### config.mk
export PLATFORM = sky130hd
export DESIGN_NAME = sector_buffer_cache
export DESIGN_NICKNAME = d
export VERILOG_FILES = /design/src/sbc_pkg.sv /design/src/sbc_class.sv /design/src/sbc_engine.sv /design/src/sector_buffer_cache.sv
export VERILOG_INCLUDE_DIRS = /design/src /design/src/src
export SDC_FILE = /design/constraint.sdc
export NUM_CORES = 1
export LEC_CHECK = 0
export BUFFER_PORTS_ARGS = -buffer_cell sky130_fd_sc_hd__buf_2
export CORE_ASPECT_RATIO = 0.6
export CORE_MARGIN = 2
export CORE_UTILIZATION = 55
export CTS_BUF_LIST = sky130_fd_sc_hd__clkbuf_2 sky130_fd_sc_hd__clkbuf_4 sky130_fd_sc_hd__clkbuf_8
export CTS_CLUSTER_DIAMETER = 150
export DETAILED_ROUTE_END_ITERATION = 16
export PLACE_DENSITY = 0.73
export SLEW_MARGIN = 20
export SYNTH_ARGS = -nofsm -noshare
export SYNTH_HDL_FRONTEND = slang
export SYNTH_HIERARCHICAL = 1
export SYNTH_SLANG_ARGS = --single-unit
### constraint.sdc
create_clock -name i_clk -period 8.2 [get_ports i_clk]
set_input_delay 0.41 -clock i_clk [delete_from_list [all_inputs] [get_ports i_clk]]
set_output_delay 0.41 -clock i_clk [all_outputs]
set_load 0.005 [all_outputs]
### src/sector_buffer_cache_assert.svh
// Assertion macros for the sector buffer cache.
// Included by the top level; depends on nothing else.
`ifndef SECTOR_BUFFER_CACHE_ASSERT_SVH
`define SECTOR_BUFFER_CACHE_ASSERT_SVH
`ifndef SYNTH
// Same-cycle implication, checked at every rising edge outside reset.
`define SBC_ASSERT_IMPL(lbl, clk, rst_n, ante, cons) \
    lbl: assert property (@(posedge clk) disable iff (!rst_n) (ante) |-> (cons)) \
        else $error("sector_buffer_cache: same-cycle check failed");
// Next-cycle implication, checked at every rising edge outside reset.
`define SBC_ASSERT_NEXT(lbl, clk, rst_n, ante, cons) \
    lbl: assert property (@(posedge clk) disable iff (!rst_n) (ante) |=> (cons)) \
        else $error("sector_buffer_cache: next-cycle check failed");
`else
`define SBC_ASSERT_IMPL(lbl, clk, rst_n, ante, cons)
`define SBC_ASSERT_NEXT(lbl, clk, rst_n, ante, cons)
`endif
`endif

### src/sbc_pkg.sv
// Shared types, codes and helpers of the sector buffer cache.
// Used by sbc_class, sbc_engine and sector_buffer_cache; depends on nothing.
package sbc_pkg;

    localparam int SBC_WAYS  = 2;
    localparam int CFG_IDX_W = 3;

    localparam logic [CFG_IDX_W-1:0] CFG_FAT_OFFSET    = 3'd0;
    localparam logic [CFG_IDX_W-1:0] CFG_DIR_OFFSET    = 3'd1;
    localparam logic [CFG_IDX_W-1:0] CFG_DATA_OFFSET   = 3'd2;
    localparam logic [CFG_IDX_W-1:0] CFG_CLUSTER_SHIFT = 3'd3;
    localparam logic [CFG_IDX_W-1:0] CFG_DATA_START    = 3'd4;
    localparam logic [CFG_IDX_W-1:0] CFG_DIR_LIMIT     = 3'd5;
    localparam logic [CFG_IDX_W-1:0] CFG_FAT_SIZE      = 3'd6;

    localparam logic [1:0] KIND_FAT  = 2'd0;
    localparam logic [1:0] KIND_DIR  = 2'd1;
    localparam logic [1:0] KIND_DATA = 2'd2;

    localparam logic [1:0] ACT_WRITE = 2'd0;
    localparam logic [1:0] ACT_READ  = 2'd1;
    localparam logic [1:0] ACT_GRANT = 2'd2;
    localparam logic [1:0] ACT_ERROR = 2'd3;

    localparam logic [1:0] MS_POSSIBLE = 2'd1;
    localparam logic [1:0] MS_DEFINITE = 2'd2;

    typedef struct packed {
        logic signed [31:0] fat_offset;
        logic signed [31:0] dir_offset;
        logic signed [31:0] data_offset;
        logic        [3:0]  cluster_shift;
        logic signed [15:0] data_start_cluster;
        logic        [30:0] dir_record_limit;
        logic        [15:0] fat_size;
    } t_cfg;

    typedef struct packed {
        logic signed [31:0] record;
        logic        [4:0]  drive;
        logic               write_intent;
        logic        [1:0]  media_status;
    } t_in;

    typedef struct packed {
        logic        [1:0]  action;
        logic signed [31:0] sector;
        logic        [4:0]  disk;
        logic        [1:0]  buffer;
        logic               was_hit;
        logic               last;
    } t_out;

    // Tag row of one cache entry.
    typedef struct packed {
        logic        valid;
        logic        dirty;
        logic [1:0]  kind;
        logic [4:0]  drive;
        logic [31:0] record;
    } t_tag;

    // Sector offset that belongs to a record kind.
    function automatic logic [31:0] kind_offset(input t_cfg c, input logic [1:0] k);
        logic [31:0] off;
        case (k)
            KIND_FAT: off = c.fat_offset;
            KIND_DIR: off = c.dir_offset;
            default:  off = c.data_offset;
        endcase
        return off;
    endfunction

endpackage

### src/sbc_class.sv
// Record classifier: FAT, directory or data, from the configured layout.
// Depends on sbc_pkg.
module sbc_class import sbc_pkg::*; (
    input  t_cfg               i_cfg,
    input  logic signed [31:0] i_record,
    output logic        [1:0]  o_kind
);

    logic signed [31:0] rec_sh;
    logic signed [31:0] off_sh;
    logic        [15:0] cl;
    logic        [15:0] delta;
    logic        [15:0] lim;
    logic               is_fat;
    logic               is_dir;

    always_comb begin
        rec_sh = $signed(i_record) >>> i_cfg.cluster_shift;
        off_sh = $signed(i_cfg.data_offset) >>> i_cfg.cluster_shift;
        cl     = rec_sh[15:0];
        lim    = off_sh[15:0];
        delta  = 16'(i_cfg.data_start_cluster) - cl;
        // A record lies in the FAT span when its cluster is below the
        // first data cluster by at most the data offset in clusters.
        is_fat = ($signed(delta) > 16'sd0) && ($signed(delta) <= $signed(lim));
        is_dir = $signed(i_record) >= $signed({1'b0, i_cfg.dir_record_limit});
        if (is_fat) begin
            o_kind = KIND_FAT;
        end else if (is_dir) begin
            o_kind = KIND_DIR;
        end else begin
            o_kind = KIND_DATA;
        end
    end

endmodule

### src/sbc_engine.sv
// Request sequencer of the sector buffer cache with its tag and rank memories
// and the result register. Depends on sbc_pkg and sbc_class.
module sbc_engine import sbc_pkg::*; #(
    parameter int WAYS = SBC_WAYS
) (
    input  logic i_clk,
    input  logic i_rst_n,
    input  t_cfg i_cfg,
    input  logic i_in_valid,
    output logic o_in_stall,
    input  t_in  i_in_data,
    output logic o_out_valid,
    input  logic i_out_stall,
    output t_out o_out_data
);

    localparam int W  = WAYS;
    localparam int N  = 2 * WAYS;
    localparam int RW = (WAYS > 1) ? $clog2(WAYS) : 1;
    localparam int IW = $clog2(N);
    localparam int CW = RW + 1;

    localparam logic [3:0] S_IDLE   = 4'd0;
    localparam logic [3:0] S_CLASS  = 4'd1;
    localparam logic [3:0] S_SCAN   = 4'd2;
    localparam logic [3:0] S_DECIDE = 4'd3;
    localparam logic [3:0] S_VLOAD  = 4'd4;
    localparam logic [3:0] S_FLUSH  = 4'd5;
    localparam logic [3:0] S_MIRROR = 4'd6;
    localparam logic [3:0] S_READ   = 4'd7;
    localparam logic [3:0] S_RANK   = 4'd8;
    localparam logic [3:0] S_GRANT  = 4'd9;

    // Entry address: the FAT list first, then the directory/data list.
    function automatic logic [IW-1:0] idx_of(input logic [1:0] kind,
                                             input logic [RW-1:0] way);
        logic [IW:0] sum;
        sum = (kind != KIND_FAT) ? (IW+1)'(W) : '0;
        sum = sum + (IW+1)'(way);
        return sum[IW-1:0];
    endfunction

    function automatic logic [1:0] buf_of(input logic [IW-1:0] idx);
        logic [IW+1:0] ext;
        ext = (IW+2)'(idx);
        return ext[1:0];
    endfunction

    // Memories and their read registers.
    t_tag          r_mem_tag  [N];
    logic [RW-1:0] r_mem_rank [N];
    logic [N-1:0]  r_live;
    t_tag          r_q_tag;
    logic [RW-1:0] r_q_rank;
    logic          r_q_live;

    // Control state.
    logic [3:0]    r_state,     n_state;
    logic [CW-1:0] r_cnt,       n_cnt;
    logic          r_pend,      n_pend;
    logic [RW-1:0] r_pway,      n_pway;
    logic          r_hit_found, n_hit_found;
    logic          r_emp_found, n_emp_found;
    logic          r_out_valid, n_out_valid;

    // Payload state.
    t_in           r_req,      n_req;
    logic [1:0]    r_kind,     n_kind;
    logic [RW-1:0] r_hit_way,  n_hit_way;
    logic [RW-1:0] r_hit_rank, n_hit_rank;
    logic [RW-1:0] r_emp_way,  n_emp_way;
    logic [RW-1:0] r_emp_rank, n_emp_rank;
    logic [RW-1:0] r_lru_way,  n_lru_way;
    logic [RW-1:0] r_vway,     n_vway;
    logic [RW-1:0] r_vrank,    n_vrank;
    t_tag          r_vtag,     n_vtag;
    logic          r_keep,     n_keep;
    logic [31:0]   r_mbase,    n_mbase;
    t_out          r_out,      n_out;

    logic          rd_en;
    logic [IW-1:0] rd_addr;
    logic          wr_en;
    logic [IW-1:0] wr_addr;
    t_tag          wr_tag;
    logic [RW-1:0] wr_rank;
    logic          emit;
    t_out          emit_data;
    logic          out_free;
    t_tag          eff_tag;
    logic [RW-1:0] eff_rank;
    logic          match;
    logic          keep;
    logic [RW-1:0] victim_way;
    logic [IW-1:0] vidx;
    logic [1:0]    class_kind;

    sbc_class u_class (
        .i_cfg    (i_cfg),
        .i_record (r_req.record),
        .o_kind   (class_kind)
    );

    always_comb begin
        n_state     = r_state;
        n_cnt       = r_cnt;
        n_pend      = 1'b0;
        n_pway      = r_pway;
        n_hit_found = r_hit_found;
        n_emp_found = r_emp_found;
        n_req       = r_req;
        n_kind      = r_kind;
        n_hit_way   = r_hit_way;
        n_hit_rank  = r_hit_rank;
        n_emp_way   = r_emp_way;
        n_emp_rank  = r_emp_rank;
        n_lru_way   = r_lru_way;
        n_vway      = r_vway;
        n_vrank     = r_vrank;
        n_vtag      = r_vtag;
        n_keep      = r_keep;
        n_mbase     = r_mbase;

        rd_en     = 1'b0;
        rd_addr   = idx_of(r_kind, r_cnt[RW-1:0]);
        wr_en     = 1'b0;
        wr_addr   = idx_of(r_kind, r_pway);
        wr_tag    = '0;
        wr_rank   = '0;
        emit      = 1'b0;
        emit_data = '0;
        out_free  = !r_out_valid || !i_out_stall;

        // An entry never written since reset reads as invalid, ranked by way.
        eff_tag  = r_q_live ? r_q_tag : '0;
        eff_rank = r_q_live ? r_q_rank : r_pway;
        match    = eff_tag.valid && (eff_tag.drive == r_req.drive) &&
                   (eff_tag.record == r_req.record);
        keep     = r_hit_found && (r_req.media_status != MS_POSSIBLE);
        victim_way = r_hit_found ? r_hit_way : (r_emp_found ? r_emp_way : r_lru_way);
        vidx     = idx_of(r_kind, r_vway);

        case (r_state)
            S_IDLE: begin
                if (i_in_valid) begin
                    n_req   = i_in_data;
                    n_state = S_CLASS;
                end
            end
            S_CLASS: begin
                n_kind      = class_kind;
                n_hit_found = 1'b0;
                n_emp_found = 1'b0;
                n_cnt       = '0;
                n_state     = S_SCAN;
            end
            S_SCAN: begin
                if (r_cnt < CW'(W)) begin
                    rd_en  = 1'b1;
                    n_cnt  = r_cnt + CW'(1);
                    n_pend = 1'b1;
                    n_pway = r_cnt[RW-1:0];
                end
                if (r_pend) begin
                    if (match && (!r_hit_found || (eff_rank < r_hit_rank))) begin
                        n_hit_found = 1'b1;
                        n_hit_way   = r_pway;
                        n_hit_rank  = eff_rank;
                    end
                    // The invalid entry latest in recency order is preferred.
                    if (!eff_tag.valid && (!r_emp_found || (eff_rank > r_emp_rank))) begin
                        n_emp_found = 1'b1;
                        n_emp_way   = r_pway;
                        n_emp_rank  = eff_rank;
                    end
                    if (eff_rank == RW'(W - 1)) begin
                        n_lru_way = r_pway;
                    end
                    if (r_pway == RW'(W - 1)) begin
                        n_state = S_DECIDE;
                    end
                end
            end
            S_DECIDE: begin
                if (r_hit_found && (r_req.media_status == MS_DEFINITE)) begin
                    emit             = 1'b1;
                    emit_data.action = ACT_ERROR;
                    emit_data.disk   = r_req.drive;
                    emit_data.buffer = buf_of(idx_of(r_kind, r_hit_way));
                    emit_data.last   = 1'b1;
                    if (out_free) begin
                        n_state = S_IDLE;
                    end
                end else begin
                    rd_en   = 1'b1;
                    rd_addr = idx_of(r_kind, victim_way);
                    n_vway  = victim_way;
                    n_pway  = victim_way;
                    n_state = S_VLOAD;
                end
            end
            S_VLOAD: begin
                n_vtag  = eff_tag;
                n_vrank = eff_rank;
                n_keep  = keep;
                n_mbase = i_cfg.fat_offset - 32'(i_cfg.fat_size);
                n_cnt   = '0;
                if (keep) begin
                    n_state = S_RANK;
                end else if (eff_tag.valid && eff_tag.dirty) begin
                    n_state = S_FLUSH;
                end else begin
                    n_state = S_READ;
                end
            end
            S_FLUSH: begin
                emit             = 1'b1;
                emit_data.action = ACT_WRITE;
                emit_data.sector = r_vtag.record + kind_offset(i_cfg, r_vtag.kind);
                emit_data.disk   = r_vtag.drive;
                emit_data.buffer = buf_of(vidx);
                if (out_free) begin
                    n_state = (r_vtag.kind == KIND_FAT) ? S_MIRROR : S_READ;
                end
            end
            S_MIRROR: begin
                emit             = 1'b1;
                emit_data.action = ACT_WRITE;
                emit_data.sector = r_vtag.record + r_mbase;
                emit_data.disk   = r_vtag.drive;
                emit_data.buffer = buf_of(vidx);
                if (out_free) begin
                    n_state = S_READ;
                end
            end
            S_READ: begin
                emit             = 1'b1;
                emit_data.action = ACT_READ;
                emit_data.sector = r_req.record + kind_offset(i_cfg, r_kind);
                emit_data.disk   = r_req.drive;
                emit_data.buffer = buf_of(vidx);
                if (out_free) begin
                    n_vtag.valid  = 1'b1;
                    n_vtag.dirty  = 1'b0;
                    n_vtag.kind   = r_kind;
                    n_vtag.drive  = r_req.drive;
                    n_vtag.record = r_req.record;
                    n_cnt         = '0;
                    n_state       = S_RANK;
                end
            end
            S_RANK: begin
                if (r_cnt < CW'(W)) begin
                    rd_en  = 1'b1;
                    n_cnt  = r_cnt + CW'(1);
                    n_pend = 1'b1;
                    n_pway = r_cnt[RW-1:0];
                end
                // Write back each row in the cycle after its read; the next read
                // always goes to another entry.
                if (r_pend) begin
                    wr_en = 1'b1;
                    if (r_pway == r_vway) begin
                        wr_tag       = r_vtag;
                        wr_tag.dirty = r_vtag.dirty | r_req.write_intent;
                        wr_rank      = '0;
                    end else begin
                        wr_tag  = eff_tag;
                        wr_rank = (eff_rank < r_vrank) ? (eff_rank + RW'(1)) : eff_rank;
                    end
                    if (r_pway == RW'(W - 1)) begin
                        n_state = S_GRANT;
                    end
                end
            end
            S_GRANT: begin
                emit              = 1'b1;
                emit_data.action  = ACT_GRANT;
                emit_data.disk    = r_req.drive;
                emit_data.buffer  = buf_of(vidx);
                emit_data.was_hit = r_keep;
                emit_data.last    = 1'b1;
                if (out_free) begin
                    n_state = S_IDLE;
                end
            end
            default: begin
                n_state = S_IDLE;
            end
        endcase

        if (emit && out_free) begin
            n_out_valid = 1'b1;
            n_out       = emit_data;
        end else begin
            n_out_valid = r_out_valid && i_out_stall;
            n_out       = r_out;
        end
    end

    always_ff @(posedge i_clk) begin
        if (!i_rst_n) begin
            r_state     <= S_IDLE;
            r_cnt       <= '0;
            r_pend      <= 1'b0;
            r_pway      <= '0;
            r_hit_found <= 1'b0;
            r_emp_found <= 1'b0;
            r_out_valid <= 1'b0;
            r_live      <= '0;
            r_q_live    <= 1'b0;
        end else begin
            r_state     <= n_state;
            r_cnt       <= n_cnt;
            r_pend      <= n_pend;
            r_pway      <= n_pway;
            r_hit_found <= n_hit_found;
            r_emp_found <= n_emp_found;
            r_out_valid <= n_out_valid;
            if (wr_en) begin
                r_live[wr_addr] <= 1'b1;
            end
            if (rd_en) begin
                r_q_live <= r_live[rd_addr];
            end
        end
    end

    always_ff @(posedge i_clk) begin
        r_req      <= n_req;
        r_kind     <= n_kind;
        r_hit_way  <= n_hit_way;
        r_hit_rank <= n_hit_rank;
        r_emp_way  <= n_emp_way;
        r_emp_rank <= n_emp_rank;
        r_lru_way  <= n_lru_way;
        r_vway     <= n_vway;
        r_vrank    <= n_vrank;
        r_vtag     <= n_vtag;
        r_keep     <= n_keep;
        r_mbase    <= n_mbase;
        r_out      <= n_out;
    end

    always_ff @(posedge i_clk) begin
        if (wr_en) begin
            r_mem_tag[wr_addr]  <= wr_tag;
            r_mem_rank[wr_addr] <= wr_rank;
        end
        if (rd_en) begin
            r_q_tag  <= r_mem_tag[rd_addr];
            r_q_rank <= r_mem_rank[rd_addr];
        end
    end

    assign o_in_stall  = (r_state != S_IDLE);
    assign o_out_valid = r_out_valid;
    assign o_out_data  = r_out;

endmodule

### src/sector_buffer_cache.sv
// Top level of the sector buffer cache: configuration registers and the engine.
// Depends on sbc_pkg, sbc_engine and sector_buffer_cache_assert.svh.
//
// Usage: a request (record, drive, write_intent, media_status) is a transfer on
// the input channel, taken when i_in_valid is high and o_in_stall is low. The
// block answers with one to four result transfers on the output channel, in
// order: write-backs of a dirty victim (a FAT victim also to the mirror FAT),
// the read of the new record, then the grant, or a single media-changed error.
// The final result of a request carries last = 1.
// A request searches its list in the tag memory, one entry read per cycle; unless it
// ends in an error, a second pass over the list rewrites the recency ranks.
// The result sits in an output register; the engine waits while it is full and
// stalled, and o_in_stall stays high until the last result is registered.
// Reset, synchronous and active low, marks every entry invalid, restores the
// way-order ranks and the register defaults; no clearing pass is needed.
// Configuration writes (always ready) are to be made only while idle.
`include "sector_buffer_cache_assert.svh"

module sector_buffer_cache import sbc_pkg::*; #(
    parameter int WAYS_PER_LIST = SBC_WAYS
) (
    input  logic                 i_clk,
    input  logic                 i_rst_n,
    input  logic                 i_in_valid,
    output logic                 o_in_stall,
    input  t_in                  i_in_data,
    output logic                 o_out_valid,
    input  logic                 i_out_stall,
    output t_out                 o_out_data,
    input  logic                 i_cfg_valid,
    output logic                 o_cfg_ready,
    input  logic [CFG_IDX_W-1:0] i_cfg_index,
    input  logic [31:0]          i_cfg_data
);

    t_cfg r_cfg;

    // The register file takes a write in every cycle; an index beyond the
    // list is accepted and dropped.
    assign o_cfg_ready = 1'b1;

    always_ff @(posedge i_clk) begin
        if (!i_rst_n) begin
            r_cfg.fat_offset         <= '0;
            r_cfg.dir_offset         <= '0;
            r_cfg.data_offset        <= '0;
            r_cfg.cluster_shift      <= 4'd1;
            r_cfg.data_start_cluster <= 16'sd2;
            r_cfg.dir_record_limit   <= '0;
            r_cfg.fat_size           <= '0;
        end else if (i_cfg_valid && o_cfg_ready) begin
            case (i_cfg_index)
                CFG_FAT_OFFSET:    r_cfg.fat_offset         <= i_cfg_data;
                CFG_DIR_OFFSET:    r_cfg.dir_offset         <= i_cfg_data;
                CFG_DATA_OFFSET:   r_cfg.data_offset        <= i_cfg_data;
                CFG_CLUSTER_SHIFT: r_cfg.cluster_shift      <= i_cfg_data[3:0];
                CFG_DATA_START:    r_cfg.data_start_cluster <= i_cfg_data[15:0];
                CFG_DIR_LIMIT:     r_cfg.dir_record_limit   <= i_cfg_data[30:0];
                CFG_FAT_SIZE:      r_cfg.fat_size           <= i_cfg_data[15:0];
                default: begin
                end
            endcase
        end
    end

    sbc_engine #(
        .WAYS (WAYS_PER_LIST)
    ) u_engine (
        .i_clk       (i_clk),
        .i_rst_n     (i_rst_n),
        .i_cfg       (r_cfg),
        .i_in_valid  (i_in_valid),
        .o_in_stall  (o_in_stall),
        .i_in_data   (i_in_data),
        .o_out_valid (o_out_valid),
        .i_out_stall (i_out_stall),
        .o_out_data  (o_out_data)
    );

    // A request that has just been taken keeps the input stalled.
    `SBC_ASSERT_NEXT(a_busy_after_accept, i_clk, i_rst_n, i_in_valid && !o_in_stall, o_in_stall)
    // While a result that is not the last one is shown, the request is in flight.
    `SBC_ASSERT_IMPL(a_busy_mid_request, i_clk, i_rst_n, o_out_valid && !o_out_data.last, o_in_stall)
    // An error ends its request.
    `SBC_ASSERT_IMPL(a_error_is_last, i_clk, i_rst_n, o_out_valid && (o_out_data.action == ACT_ERROR), o_out_data.last)
    // Only a grant can report a hit.
    `SBC_ASSERT_IMPL(a_hit_on_grant, i_clk, i_rst_n, o_out_valid && o_out_data.was_hit, o_out_data.action == ACT_GRANT)

endmodule

=== After elaboration in Yosys (flattened, before gate mapping) ===
Memories as Yosys holds them, arrays and structs flattened. A register that Yosys moved wholly into a read port is not among the register bits.
Index checks and enable logic that the tools add are counted.

* Bits in registers: 345
* RAM bits: 168
* Memories kept: 2

{| class="wikitable"
|+ Memory list
! name !! words !! bits a word !! read ports !! clocked after Yosys merged registers in !! write ports !! line !! source
|-
| u_engine.r_mem_tag || 4 || 41 || 1 || 1 || 1 || sbc_engine.sv:50 || <nowiki>t_tag r_mem_tag [N];</nowiki>
|-
| u_engine.r_mem_rank || 4 || 1 || 1 || 1 || 1 || sbc_engine.sv:51 || <nowiki>logic [RW-1:0] r_mem_rank [N];</nowiki>
|}

* $add $sub $neg: 12
* Order comparisons: 10
* Equality and inequality tests: 34
* Shift-type cells: 2
* Muxes and demuxes: 67
* Bitwise logic cells: 3
* Reduce and logical (&&, ||, !) cells: 53

{| class="wikitable"
|+ Operators with widths
! operator !! count
|-
| $mux W41 || 5
|-
| $pmux W32 S2 || 2
|-
| $add A32 B32 Y32 || 3
|-
| $pmux W32 S3 || 1
|-
| $pmux W41 S2 || 1
|-
| $mux W32 || 2
|-
| $sshr A32 B4 Y16 || 2
|-
| $mux W4 || 11
|-
| $pmux W4 S10 || 1
|-
| $eq A32 B32 Y1 || 1
|-
| $ge A32 B32 Y1 || 1
|-
| $sub A32 B16 Y32 || 1
|-
| $mux W1 || 24
|-
| $ne A2 B1 Y1 const B || 11
|-
| $reduce_and A2 Y1 || 11
|-
| $pmux W7 S3 || 1
|-
| $reduce_and A3 Y1 || 7
|-
| $eq A4 B3 Y1 const B || 4
|-
| $gt A16 B1 Y1 const B || 1
|-
| $le A16 B16 Y1 || 1
|-
| $mux W2 || 8
|-
| $sub A16 B16 Y16 || 1
|-
| $pmux W1 S2 || 6
|-
| $pmux W2 S3 || 2
|-
| other kinds (37) || 73
|}

=== Depth between registers and ports, before layout ===
* Depth after elaboration: 8
* Depth in mapped cells: 27
* Mapped depth without buffers: 23

=== By module ===
Netlist, hierarchy kept.

{| class="wikitable"
|+ Modules (own cells, without submodules)
! module !! instances !! cells each !! area each (sq um) !! seq. area each (sq um)
|-
| sbc_engine || 1 || 1860 || 21254.1 || 11611.1
|-
| sector_buffer_cache || 1 || 573 || 5983.2 || 3263.1
|-
| sbc_class || 1 || 611 || 4372.9 || 0.0
|}

=== Worst setup path after synthesis ===
OpenSTA, ideal clock, no wires.

* Path kind: reg2reg
* Start point: register u_engine.r_state[3]
* End point: memory u_engine/r_mem_rank[1] (netlist bit), enable pin
* Arrival time: 5.508 ns
* Setup slack: 2.127 ns
* Cell stages (with the launch flop): 5
* Path buffers: 1
* Cells stage by stage: dfxtp_1 -> buf_2 -> nor2b_1 -> nand3_1 -> nor4b_1

* Word-level cells in the longest chain between the ends: 4

{| class="wikitable"
|+ Ends and longest elaborated chain
! element !! line !! source
|-
| start, declared || sbc_engine.sv:58 || <nowiki>logic [3:0] r_state, n_state;</nowiki>
|-
| start signal, assigned || sbc_engine.sv:313 || <nowiki>r_state <= n_state;</nowiki>
|-
| $eq A4 B4 Y1 || sbc_engine.sv:143 || <nowiki>case (r_state)</nowiki>
|-
| $mux W1 || sbc_engine.sv:143 ||
|-
| $mux W1 || sbc_engine.sv:346 || <nowiki>if (wr_en) begin</nowiki>
|-
| $mux W1 (not written as such) || sbc_engine.sv:348 || <nowiki>r_mem_rank[wr_addr] <= wr_rank;</nowiki>
|-
| end, declared || sbc_engine.sv:51 ||
|}

Every way passes these cells.

=== Worst setup path in the final report ===
* Start point: register r_cfg[63] (netlist bit)
* End point: register u_engine.r_kind[0] (data pin)

* Word-level cells in the longest chain between the ends: 4
* Elaborated cells between the ends (all ways): 6
* Classes of those cells: add/sub: 1; order compare: 2; shift: 2; reduce/logical: 1

{| class="wikitable"
|+ Ends and longest elaborated chain
! element !! line !! source
|-
| start, declared || sector_buffer_cache.sv:36 || <nowiki>t_cfg r_cfg;</nowiki>
|-
| $sshr A32 B4 Y16 || sbc_class.sv:18 || <nowiki>rec_sh = $signed(i_record) >>> i_cfg.cluster_shift;</nowiki>
|-
| $sub A16 B16 Y16 || sbc_class.sv:22 || <nowiki>delta = 16'(i_cfg.data_start_cluster) - cl;</nowiki>
|-
| $gt A16 B1 Y1 / $le A16 B16 Y1 (equally long branches) || sbc_class.sv:25 || <nowiki>is_fat = ($signed(delta) > 16'sd0) && ($signed(delta) <= $signed(lim));</nowiki>
|-
| $logic_and A1 B1 Y1 (*) || sbc_class.sv:25 ||
|-
| end signal, assigned || sbc_engine.sv:331 || <nowiki>r_kind <= n_kind;</nowiki>
|-
| end, declared || sbc_engine.sv:68 || <nowiki>logic [1:0] r_kind, n_kind;</nowiki>
|}

Every way passes the cells marked *; elsewhere a longest branch is shown, timed or not.
A chain may end at the register's enable or synchronous reset.

==> metrics.md <==
| Metric | Value |
|---|---|
| Instance count along the most critical hold path | `3` |
| Number of violations reported at the end of detailed-routing iteration 0 | `3344` |
| Result of the run | `completed` |
| Nets in the synthesized netlist | `3276` |
| Hold WC Path Type | `in -> reg` |
| Post-CTS setup repair buffer count | `0` |
| Die Area | `59500 um2` |
| Fraction of final layout cells with drive strength greater than 1 | `0.140` |
| Data required time of the worst path | `8.69 ns` |
| Routed wire length | `102000 um` |
| DR pass1 iterations | `6` |
| Max-slew headroom at the worst pin | `0.203` |
| Slew at the pin with the worst max-slew slack | `1.19 ns` |
| Largest stage delay on the critical path | `0.97 ns` |
| Post-synthesis instance area | `31600 um2` |
| Core Area | `57200 um2` |
| Insertion delay of the later-clocked pin in the worst-skew pair | `0.74 ns` |
| Level count of the clock H-tree | `3` |
| Post-Synth Adder-Cell Area | `0.0611` |
| Critical path, cell by cell | `inv_1 > o21ai_0 > nor2_1 > a21oi_1 > nor2_1 > a21oi_1 > ha_1 > a2111oi_0 > inv_1 > o2111ai_1 > nand2_1 > a311oi_1 > xnor2_1 > ha_1 > nand4_1 > a2111oi_0 > nor4b_1 > xor2_1 > a211o_1 > o21a_1` |
| CP max-delay cell | `dfxtp_2` |
| Fraction of synthesized cell area in xor and xnor cells | `0.0302` |
| IO buf count | `124` |
| Mux cell area share after synthesis | `0.143` |
| CTS Root Buffer Type | `clkbuf_8` |
| Area growth from synthesis to layout | `10.9%` |
| Synthesis Warnings | `6` |
| Synthesized-area fraction occupied by ao, oa, aoi and oai cells | `0.123` |
| Total Power | `8180 uW` |
| Post-DP Area | `32900 um2` |
| Total power density per cell area | `233 nW/um2` |
| Category of the worst setup path capture point | `flip-flop` |
| Number of nets still failing antenna checks after routing | `0` |
| Min Tclk post-route | `6.96 ns` |
| Number of buffers added by the clock tree synthesis step | `84` |
| Share of synthesized flip-flops with an asynchronous set or reset | `0` |
| Combinational family with the most area after synthesis | `multiplexers` |
| Antenna violations before repair | `5` |
| Initial cell density of the core | `0.553` |
| Leakage component of the power | `0.0140 uW` |
| Residual overflow from global routing | `0` |
| Post-synth cell types | `92` |
| Largest voltage drop on the vdd net | `0.145 mV` |
| Final hold viol count | `0` |
| Max Freq | `0.144 GHz` |
| Critical Setup Path Class | `reg -> reg` |
| Post-DP HPWL | `71600 um` |
| Overall global routing resource usage | `0.340` |
| Final Slew Violations | `0` |
| Die W | `313 um` |
| Boundary Pins | `126` |
| Clock slew at the register clock pins of the worst setup and hold paths | `0.07 ns` |
| Unrepaired setup endpoints after global routing | `no` |
| Share of the yosys chip area belonging to registers | `0.471` |
| Startpoint type of the worst setup path | `flip-flop` |
| Synthesized flop and latch total | `555` |
| Number of violations of the max-capacitance limit | `0` |
| Synthesized instance count | `3044` |
| Longest Clk Path Bufs | `3` |
| WL/cell | `25.6 um` |
| Sink count of the clock tree | `555` |
| Global placer's final weighted congestion | `0.985` |
| Die H | `190 um` |
| Final total negative setup slack | `0 ns` |
| Net count, final | `3399` |
| Vias per std cell | `6.38` |
| Final setup violating endpoints | `0` |
| Average footprint of a synthesized cell | `10.4 um2` |
| Period utilisation layout | `0.849` |
| Largest driver fanout on the critical path | `53` |
| Number of global-route vias before repair | `23900` |
| CTS tree | `yes` |
| Antenna fix cells | `0` |
| Data arrival time at the worst-slack endpoint | `7.45 ns` |
| Final cell area excluding filler cells | `35100 um2` |
| DRC violation count after routing | `0` |
| First-pass GRT wire length | `151000 um` |
| Row cnt | `68` |
| Maximum clock skew at final layout | `0.0409 ns` |
| Simple-gate share of the synthesized area | `0.136` |
| Worst reg2reg path depth | `20` |
| Maximum number of pins on one net before global-route repair | `75` |
| Overall via count from detail_route | `25500` |
| Number of enable flip-flop cells after synthesis | `376` |
| Most instantiated flip-flop cell in the synthesis netlist | `edfxtp_1` |
flip-flops by register name (all words and copies together) (netlist names), 4 cells and up:
register             flops
u_engine/r_q_tag        41
u_engine/o_out_data     43
u_engine/r_mbase        32
u_engine/r_vtag         41
u_engine/r_state         4
u_engine/r_mem_tag     164
u_engine/r_live          4
r_cfg                  163
u_engine/r_req          40
u_engine/r_mem_rank      4
cell families (layout without fill, tap and decap cells):
kind of cell | count (synthesis) | in the layout
and+or+nand+nor | 959 | 959
AOI/OAI and AO/OA | 620 | 620
DFF | 555 | 555
muxes | 376 | 376
buffers and inverters | 272 | 460
adders and majority gates | 152 | 152
xor gates and xnor gates | 109 | 109
other | 1 | 1
synthesized netlist by cell type, types with 12 or more instances:
master / n / share of area
inv_1: 100 / 0.012
xnor2_1: 63 / 0.017
nand3_1: 118 / 0.019
o31ai_1: 13 / 0.0031
a21o_1: 44 / 0.010
nand2_1: 500 / 0.059
edfxtp_1: 376 / 0.36
and2_1: 13 / 0.0026
o22ai_1: 32 / 0.0063
a211oi_1: 20 / 0.0047
nor4_1: 14 / 0.0028
o21bai_1: 12 / 0.0029
a31oi_1: 16 / 0.0032
o21ai_0: 164 / 0.026
mux2_2: 26 / 0.0093
nand4_1: 20 / 0.0040
o211ai_1: 19 / 0.0045
and3_1: 14 / 0.0028
a21oi_1: 187 / 0.030
mux4_2: 58 / 0.041
mux2i_1: 292 / 0.092
nor2_1: 153 / 0.018
ha_1: 148 / 0.059
xor2_1: 46 / 0.013
o21a_1: 20 / 0.0047
nor3_1: 28 / 0.0044
dfxtp_1: 179 / 0.11
buf_2: 23 / 0.0036
buf_1: 20 / 0.0024
nor2b_1: 31 / 0.0061
clkbuf_1: 110 / 0.013
critical path: cells and delay by family, from the launching register on:
kind                     cells  cell delay, ns
flip-flops                   1            0.97
adder cells (fa/ha/maj)      2            0.70
XOR/XNOR                     2            0.28
AO/OA/AOI/OAI                9            3.42
buffers and inverters        2            0.74
AND/OR/NAND/NOR              5            0.62
layout make-up:
cell class / instances / area, um2
tap: 770 / 963
sequential: 555 / 14900
timing repair buffer: 209 / 1390
fill: 4689 / 22100
clock inverter: 36 / 330
multi-input combinational: 2217 / 15700
clock buffer: 115 / 1430
inverter: 100 / 375
final timing paths:
check                         start                           end  slack [ns]
max          r_cfg[63]$_SDFFE_PN1P_  u_engine/r_kind[0]$_DFFE_PP_        1.24
min reg2reg  r_cfg[34]$_SDFFE_PN0P_        r_cfg[34]$_SDFFE_PN0P_        0.46
min                   i_cfg_data[0]        r_cfg[63]$_SDFFE_PN1P_        0.04
max reg2reg  r_cfg[63]$_SDFFE_PN1P_  u_engine/r_kind[0]$_DFFE_PP_        1.24
report_power, final:
| group | internal, uW | switching [uW] | total [uW] |
|---|---|---|---|
| clock | 1300 | 1160 | 2460 |
| combinational | 758 | 1340 | 2100 |
| sequential | 3240 | 383 | 3620 |
metal layers:
metal,part of all wire,GRT usage,wire [um]
met2,0.39,0.454,40100
met5,0.00028,0,29
met3,0.13,0.104,13200
met1,0.46,0.527,46600
met4,0.023,0.0894,2330
layout by cell type, fill, tap and decap left out, drive strengths merged, types with 12 or more instances in the layout:
| cell | n |
|---|---|
| a31oi | 16 |
| nand3 | 119 |
| o21ai | 171 |
| mux4 | 58 |
| clkinv | 21 |
| dlygate4sd3 | 43 |
| o22ai | 33 |
| nor2b | 31 |
| a211oi | 21 |
| xnor2 | 63 |
| o211ai | 19 |
| a21o | 44 |
| and3 | 14 |
| dfxtp | 179 |
| o21a | 20 |
| a21oi | 191 |
| edfxtp | 376 |
| nor3 | 34 |
| mux2 | 26 |
| inv | 105 |
| and2 | 13 |
| nand2 | 501 |
| mux2i | 292 |
| ha | 148 |
| nand4 | 20 |
| nand2b | 12 |
| o31ai | 17 |
| buf | 166 |
| nor4 | 14 |
| o21bai | 12 |
| nor2 | 154 |
| clkbuf | 115 |
| xor2 | 46 |
per-stage QoR:
step | std cells | worst slack, ns | hold WS, ns | utilization
3_5_place_dp | 3808 | 1.46 | 0.452 | 0.575
3_3_place_gp | 3808 | 1.51 | 0.443 | 0.575
5_1_grt | 4002 | 0.753 | 0.0400 | 0.613
2_1_floorplan | 3044 | 2.13 | 0.435 | -
4_1_cts | 4002 | 1.45 | 0.000280 | 0.613
6_report | 4002 | 1.24 | 0.0393 | 0.613
repair_timing:
action	4_1_cts	5_1_grt
resized for setup	0	0
hold endpoints to repair	45	0
setup endpoints to repair	0	0
hold buffers	43	0
(Power assumes the default switching activity.)
